## src/rtl/sorted_key_table_top_macros.svh

```systemverilog
// assertion macros used by the sorted key table top
`ifndef SORTED_KEY_TABLE_TOP_MACROS_SVH
`define SORTED_KEY_TABLE_TOP_MACROS_SVH

// same-cycle implication
`define SKT_ASSERT_NOW(label, clk, rstn, ante, cons, msg) \
    label: assert property (@(posedge clk) disable iff (!rstn) (ante) |-> (cons)) \
        else $error(msg);

// next-cycle implication
`define SKT_ASSERT_NEXT(label, clk, rstn, ante, cons, msg) \
    label: assert property (@(posedge clk) disable iff (!rstn) (ante) |=> (cons)) \
        else $error(msg);

`endif

```

## src/rtl/skt_pkg.sv

```systemverilog
// types and constants of the sorted key table
package skt_pkg;

    localparam int CAPACITY = 64;
    localparam int CNT_W    = $clog2(CAPACITY + 1);
    localparam int KEY_W    = 32;
    localparam int DATA_W   = 64;
    localparam int ECNT_W   = 7;
    localparam int GRP_SZ   = 8;
    localparam int NGRP     = (CAPACITY + GRP_SZ - 1) / GRP_SZ;

    typedef enum logic [1:0] {
        OP_LOOKUP = 2'd0,
        OP_INSERT = 2'd1,
        OP_MODIFY = 2'd2,
        OP_DELETE = 2'd3
    } op_t;

    typedef enum logic [1:0] {
        STAT_OK      = 2'd0,
        STAT_EXISTS  = 2'd1,
        STAT_FULL    = 2'd2,
        STAT_MISSING = 2'd3
    } status_t;

    typedef enum logic [1:0] {
        S_IDLE,
        S_CMP,
        S_UPD,
        S_DONE
    } state_t;

    typedef struct packed {
        logic cmp;
        logic ins;
        logic del;
        logic mod;
    } cmd_t;

endpackage

```

## src/rtl/skt_cell.sv

```systemverilog
// one table slot: holds a key and payload, compares and shifts with its neighbors
module skt_cell (
    input  logic                       aclk,
    input  logic                       aresetn,
    input  skt_pkg::cmd_t              cmd,
    input  logic                       occ,
    input  logic [skt_pkg::KEY_W-1:0]  req_key,
    input  logic [skt_pkg::DATA_W-1:0] req_data,
    input  logic                       lo_sel,
    input  logic [skt_pkg::KEY_W-1:0]  lo_key,
    input  logic [skt_pkg::DATA_W-1:0] lo_data,
    input  logic [skt_pkg::KEY_W-1:0]  hi_key,
    input  logic [skt_pkg::DATA_W-1:0] hi_data,
    output logic [skt_pkg::KEY_W-1:0]  key_q,
    output logic [skt_pkg::DATA_W-1:0] data_q,
    output logic                       sel_q,
    output logic                       eq_q,
    output logic [skt_pkg::DATA_W-1:0] hit_data_q
);

    logic [skt_pkg::KEY_W-1:0]  key_reg;
    logic [skt_pkg::DATA_W-1:0] data_reg;
    logic [skt_pkg::DATA_W-1:0] hit_data_reg;
    logic                       sel_reg;
    logic                       eq_reg;
    logic                       eq_now;

    assign eq_now = occ && (key_reg == req_key);

    always_ff @(posedge aclk) begin
        if (!aresetn) begin
            sel_reg <= 1'b0;
            eq_reg  <= 1'b0;
        end else if (cmd.cmp) begin
            sel_reg <= !occ || (key_reg >= req_key);
            eq_reg  <= eq_now;
        end
    end

    always_ff @(posedge aclk) begin
        if (cmd.cmp) begin
            hit_data_reg <= eq_now ? data_reg : '0;
        end
        if (cmd.ins) begin
            if (lo_sel) begin
                key_reg  <= lo_key;
                data_reg <= lo_data;
            end else if (sel_reg) begin
                key_reg  <= req_key;
                data_reg <= req_data;
            end
        end else if (cmd.del) begin
            if (sel_reg) begin
                key_reg  <= hi_key;
                data_reg <= hi_data;
            end
        end else if (cmd.mod) begin
            if (eq_reg) begin
                data_reg <= req_data;
            end
        end
    end

    assign key_q      = key_reg;
    assign data_q     = data_reg;
    assign sel_q      = sel_reg;
    assign eq_q       = eq_reg;
    assign hit_data_q = hit_data_reg;

endmodule

```

## config.mk

```make
export PLATFORM = sky130hd
export DESIGN_NAME = skt_cell
export DESIGN_NICKNAME = d
export VERILOG_FILES = /design/src/rtl/sorted_key_table_top_macros.svh /design/src/rtl/skt_pkg.sv /design/src/rtl/skt_cell.sv
export SDC_FILE = /design/constraint.sdc
export NUM_CORES = 1
export LEC_CHECK = 0
export ABC_AREA = 0
export CAP_MARGIN = 0
export CORE_AREA = 2 2 180 182
export CTS_CLUSTER_DIAMETER = 120
export CTS_CLUSTER_SIZE = 30
export DETAILED_ROUTE_END_ITERATION = 16
export DIE_AREA = 0 0 182 184
export DONT_BUFFER_PORTS = 1
export MAX_ROUTING_LAYER = met4
export PLACE_DENSITY = 0.41
export SYNTH_ARGS = -nofsm -noshare
export SYNTH_HDL_FRONTEND = slang
export SYNTH_SLANG_ARGS = --single-unit
```

## constraint.sdc

```tcl
create_clock -name aclk -period 6.9 [get_ports aclk]
set_input_delay 1.38 -clock aclk [delete_from_list [all_inputs] [get_ports aclk]]
set_output_delay 1.38 -clock aclk [all_outputs]
set_load 0.03 [all_outputs]
```

==> results of run 1 <==
placed cells by master (no fill, tap or decap), drive strengths merged, types with 4 or more instances in the layout:
cell	synthesis	final
edfxtp	160	160
a21oi	109	109
mux2i	98	98
a211oi	66	66
nor2b	65	65
and2	64	64
inv	33	40
nor2	37	37
ha	32	32
clkbuf	27	17
nand2	8	8
nand4	6	6
nand3	5	5
a21o	4	4
cell families (layout without fill, tap and decap cells):
| kind of cell | Yosys count | in the layout | synth area share [%] |
|---|---|---|---|
| flip-flops | 162 | 162 | 54.8 |
| multiplexers | 98 | 98 | 11.1 |
| adder cells (fa/ha/maj) | 32 | 32 | 4.53 |
| AO/OA/AOI/OAI | 188 | 188 | 12.9 |
| AND/OR/NAND/NOR | 192 | 192 | 12.4 |
| buffers and inverters | 87 | 67 | 4.36 |
| other | 0 | 2 | 0 |
where the power goes:
part / leakage (nW) / internal, mW / switching (mW)
logic: 1.74 / 0.0901 / 0.102
clock network: 0.273 / 0.508 / 0.428
registers: 1.59 / 1.17 / 0.189
total: 3.61 / 1.77 / 0.720
per-stage QoR:
| stage | setup slack [ns] | total power [mW] | utilization, % | std cells | instance area [um^2] |
|---|---|---|---|---|---|
| detailed placement | 3.24 | 1.59 | 29.1 | 1110 | 9120 |
| floorplan | 1.18 | 1.54 | - | 759 | 8840 |
| CTS | 3.69 | 2.55 | 30.9 | 1141 | 9690 |
| finish | 3.79 | 2.49 | 30.9 | 1143 | 9690 |
| global placement | 3.29 | 1.58 | 29.1 | 1110 | 9120 |
| global route | 3.59 | 2.61 | 30.9 | 1143 | 9690 |
synth_stat cells:
library cell	number	area share (%)
a2111oi_0	1	0.099
a211o_1	1	0.099
a211oi_1	66	5.6
a21o_1	4	0.34
a21oi_1	109	6.2
and2_1	64	4.5
and4_1	2	0.20
buf_1	11	0.47
buf_2	10	0.57
buf_6	6	0.76
clkbuf_1	26	1.1
clkbuf_2	1	0.057
dfxtp_1	2	0.45
edfxtp_1	160	54
ha_1	32	4.5
inv_1	33	1.4
mux2i_1	98	11
nand2_1	8	0.34
nand2b_1	1	0.071
nand3_1	5	0.28
nand4_1	6	0.42
nor2_1	37	1.6
nor2b_1	65	4.6
nor4_1	2	0.14
nor4_2	1	0.14
o21a_1	2	0.17
o21ai_0	3	0.17
o2bb2ai_1	1	0.099
o41ai_1	1	0.099
or3_1	1	0.071
state kept, by name (all words and copies together), names as in the netlist:
signal / cells
data_q: 64
eq_q: 1
sel_q: 1
hit_data_q: 64
key_q: 32
worst paths after layout:
| path | to | cells after the start | from | slack [ns] |
|---|---|---|---|---|
| setup / recovery | hit_data_q[43]$_SDFFCE_PN0P_ | 7 | req_key[14] | 3.79 |
| hold / removal | eq_q$_SDFFE_PN0P_ | 2 | eq_q$_SDFFE_PN0P_ | 0.73 |
| setup reg to reg | hit_data_q[43]$_SDFFCE_PN0P_ | 6 | key_q[14]$_DFFE_PP_ | 4.14 |
| hold reg to reg | eq_q$_SDFFE_PN0P_ | 2 | eq_q$_SDFFE_PN0P_ | 0.73 |
critical path, delay by kind of cell:
kind | cells | cell delay (ns)
buf+inv | 2 | 0.48
fa+ha+maj | 1 | 0.31
simple gates | 4 | 1.15
final cells by class:
| class | instances | area, um^2 |
|---|---|---|
| fill | 3196 | 21700 |
| sequential | 162 | 4840 |
| multi-input combinational | 510 | 3630 |
| tap | 402 | 503 |
| clock buffer | 17 | 425 |
| clock inverter | 14 | 144 |
| inverter | 33 | 124 |
| timing repair buffer | 3 | 22.5 |
| antenna | 2 | 5.00 |
metal layers:
metal | track usage [%] | share of wire, % | vias up
met3 | 5.59 | 9.5 | 38
met2 | 26.4 | 51 | 318
li1 | - | - | 2744
met1 | 15.2 | 36 | 2721
met5 | - | 0 | -
met4 | 6.48 | 3.5 | 0
==> results.ini, run 1 <==
[drt]
drtIter0Drc=258
wire_per_inst_um=22.6
viasPerCell=5.09
drc=0
num_vias=5821
wl_mm=25.8
dr.pass1.iters=4
ant_nets=0

[setup_path]
path_class=in2reg
crit_path_end_kind=flop
path_cells=inv_1 > ha_1 > nand4_1 > nor4_2 > and4_2 > buf_4 > and2_1
crit_arrival_ns=3.40
critPathMaxStageDelay_ns=0.49
worstPathMaxFanout=65
crit_path_top_delay_cell=nor4_2
cp-start-kind=input port
required_ns=7.18

[cts]
ctsResizeCount=0
h-tree-depth=4
cts.clk_slew.worst_paths_ns=0.06
cts_post_setup_buffers_inserted=0
cts_buffers=17
cts_root_buf=clkbuf_16
cts_sinks=162
insertion_delay_ns=0.42
clk_path_buf_depth=2
hold_buffers=0
cts_tree=yes

[worst_hold_path]
hp-class=reg2reg

[run]
cap_violations=0

[sta]
tightest_slew_ns=0.941
clock_skew_ns=0.00925
final-setup-viol-count=0
whs_ns=0.730
totalNegativeSetupSlack_ns=0
max_clock_freq_ghz=0.321
hold_viol_final=0
finalCriticalPeriod_ns=3.11
relSlewSlack_pct=37.3
post-route-period-util_pct=45.1
slew_viol_final=0
rsz0062_at_grt=no

[synthesis]
ys_ff_latch=162
mappedNetlistArea_um2=8840
syn_avg_cell_area_um2=11.6
synth_nets=1087
ys_warn_count=0
synth_cells=759
synth_seq_area_share_pct=54.8
yosysUniqueCellTypes=30

[layout]
syn_to_final_growth_pct=9.65
num-nets-final=1055
drive_gt1_share_pct=5.14

[floorplanning]
start_util_pct=28.2
core_area_um2=31400
fp.dieW_um=182
die_area_um2=33500
rows=65
num_io_pins=458
die_h_um=184

[power_and_ir_drop]
p_leak_nw=3.61
powerDensity_nw_per_um2=257
peakVddDrop_uv=134

[grt]
grt_max_degree=196
grt_pass1_wl_mm=36.5
grt_pass1_vias=5922
grt_overflow=0
grt.total_usage_pct=15.1
grt_antenna_before_repair=4

[placed_design]
io_buffers=0
gp_congestion=0.872
hpwlAfterDp_mm=19.0

[run_status]
outcome=complete, no violations

(Power assumes the default switching activity.)
==> inputs of run 2 (changes only) <==
==> constraint.sdc (replaced) <==
create_clock -name aclk -period 3.1 [get_ports aclk]
set_input_delay 0.62 -clock aclk [delete_from_list [all_inputs] [get_ports aclk]]
set_output_delay 0.62 -clock aclk [all_outputs]
set_load 0.03 [all_outputs]
==> results.ini, run 2 (synthesis gave the netlist of run 1 again) <==
[setup_path]
crit_path_top_delay_cell=edfxtp_1
worstSetupStartpoint=key_q[14]$_DFFE_PP_
reg2reg_to=hit_data_q[56]$_SDFFCE_PN0P_
required_ns=3.39  ; -3.79 ns
path_class=reg2reg
rrSetupSlack_ns=0.57  ; -3.57 ns
cp-endpoint=hit_data_q[56]$_SDFFCE_PN0P_
path_cells=ha_1 > nand4_1 > nor4_2 > and4_2 > buf_12 > and2_1
cp-start-kind=flop
cp_num_cells=6  ; -1
reg2reg_depth=6  ; unchanged
crit_family=simple AND/OR/NAND/NOR gates
critPathMaxStageDelay_ns=0.56  ; +0.07 ns
path_buf_inv=1  ; -1
crit_path_end_kind=flop
rr_startpoint=key_q[14]$_DFFE_PP_
crit_arrival_ns=2.82  ; -0.58 ns
worstPathMaxFanout=65  ; unchanged

[sta]
tightest_slew_ns=0.482  ; -0.459 ns
whs_ns=0.300  ; -0.430 ns
finalCriticalPeriod_ns=2.53
post-route-period-util_pct=81.6
relSlewSlack_pct=67.9  ; +31 points
max_clock_freq_ghz=0.395
totalNegativeSetupSlack_ns=0  ; unchanged
rsz0062_at_grt=no
slew_viol_final=0  ; unchanged
clock_skew_ns=0.0134  ; +0.00416 ns
hold_viol_final=0  ; unchanged
final-setup-viol-count=0  ; unchanged

[floorplanning]
die_h_um=184  ; unchanged
start_util_pct=28.2  ; unchanged
rows=65  ; unchanged
core_area_um2=31400  ; unchanged
fp.dieW_um=182  ; unchanged
num_io_pins=458  ; unchanged
die_area_um2=33500  ; unchanged

[grt]
grt_antenna_before_repair=2  ; -2
grt_pass1_wl_mm=36.3  ; -0.49%
grt.total_usage_pct=15.1  ; -0.032 points
grt_overflow=0  ; unchanged
grt_pass1_vias=5866  ; -0.95%
grt_max_degree=196  ; unchanged

[drt]
wl_mm=25.6  ; -0.59%
wire_per_inst_um=22.4  ; -0.51%
drc=0  ; unchanged
dr.pass1.iters=7  ; +3
viasPerCell=5.08  ; -0.20%
drtIter0Drc=228  ; -12%
num_vias=5804  ; -0.29%
ant_nets=0  ; unchanged

[placed_design]
placed_area_um2=9150  ; +0.27%
hpwlAfterDp_mm=18.7  ; -1.4%
io_buffers=0  ; unchanged
gp_congestion=0.832  ; -4.5%

[cts]
cts_tree=yes
h-tree-depth=4  ; unchanged
cts.clk_slew.worst_paths_ns=0.08  ; +0.02 ns
clk_path_buf_depth=2  ; unchanged
cts_sinks=162  ; unchanged
hold_buffers=0  ; unchanged
cts_post_setup_buffers_inserted=0  ; unchanged
ctsResizeCount=0  ; unchanged
cts_buffers=17  ; unchanged
cts_root_buf=clkbuf_16
insertion_delay_ns=0.43  ; about the same

[power_and_ir_drop]
pwr-share-clk_pct=38.1  ; +0.6 points
peakVddDrop_uv=313  ; +130%
p_leak_nw=3.63  ; +0.51%
seqPwrFrac_pct=54.2  ; -0.5 points
p_sw_mw=1.69  ; +130%
powerDensity_nw_per_um2=574  ; +120%
combPwrFrac_pct=7.8  ; about the same
sw_frac_of_total_pct=30.2  ; +1.4 points
power.total_mw=5.59  ; +120%
internal_power_mw=3.90  ; +120%

[run]
cap_violations=0  ; unchanged

[worst_hold_path]
hp-start=cmd[3]
hp-class=in2reg

[layout]
final_cell_mix=edfxtp_1 (160), a21oi_1 (108), mux2i_1 (98), a211oi_1 (66), nor2b_1 (65)
num_antenna_cells=0  ; -2
fin_area_um2=9730  ; +0.40%
syn_to_final_growth_pct=10.1
final_common_cell=edfxtp_1
num-nets-final=1055  ; unchanged
drive_gt1_share_pct=5.27  ; +0.13 points
final.fill_count=3184  ; -0.38%

[run_status]
outcome=complete, no violations

run 2: cell count changes in the layout (fill, tap and decap cells not counted):
cell	change
buf_4	-2
buf_12	+2
clkinvlp_4	-1
inv_6	-2
inv_8	+3
clkinv_8	+3
bufinv_16	-1
clkinv_4	-1
diode_2	-2
run 2: per-layer routing:
| layer | track usage (%) | part of all wire (%) | vias to the layer above |
|---|---|---|---|
| met5 | - | 0 | - |
| li1 | - | - | 2745 |
| met1 | 15.0 | 35 | 2739 |
| met4 | 4.29 | 1.2 | 0 |
| met3 | 6.00 | 11 | 18 |
| met2 | 27.2 | 53 | 302 |
run 2: worst min-delay path by stage:
| stage | end | slack, ns | depth (start not counted) |
|---|---|---|---|
| after CTS | hit_data_q[25]$_SDFFCE_PN0P_ | 0.27 | 0 |
| after detailed placement | eq_q$_SDFFE_PN0P_ | 0.71 | 2 |
| final | hit_data_q[25]$_SDFFCE_PN0P_ | 0.30 | 0 |
| after floorplan | eq_q$_SDFFE_PN0P_ | 0.65 | 2 |
| after global placement | eq_q$_SDFFE_PN0P_ | 0.71 | 2 |
| after global routing | hit_data_q[25]$_SDFFCE_PN0P_ | 0.26 | 0 |
run 2: power groups by stage:
stage                     clock, mW  sequential (mW)  combinational (mW)
after global placement            0             3.09               0.433
after detailed placement          0             3.09               0.442
after global routing           2.30             3.05               0.496
after CTS                      2.22             3.04               0.446
after floorplan                   0             3.02               0.413
final                          2.13             3.03               0.433
run 2: through the flow:
step	utilization, %	instances	setup slack (ns)
floorplan	-	759	0.174
CTS	31.0	1142	0.496
global placement	29.1	1110	0.550
detailed placement	29.1	1110	0.495
finish	31.0	1142	0.570
global route	31.0	1142	0.451
run 2: cell type report:
| type | count | area (um^2) | share of cell area [%] |
|---|---|---|---|
| clock buffer | 17 | 425 | 4.37 |
| clock inverter | 15 | 163 | 1.67 |
| inverter | 33 | 124 | 1.27 |
| multi-input combinational | 510 | 3630 | 37.3 |
| sequential | 162 | 4840 | 49.8 |
| tap | 402 | 503 | 5.17 |
| timing repair buffer | 3 | 47.5 | 0.488 |
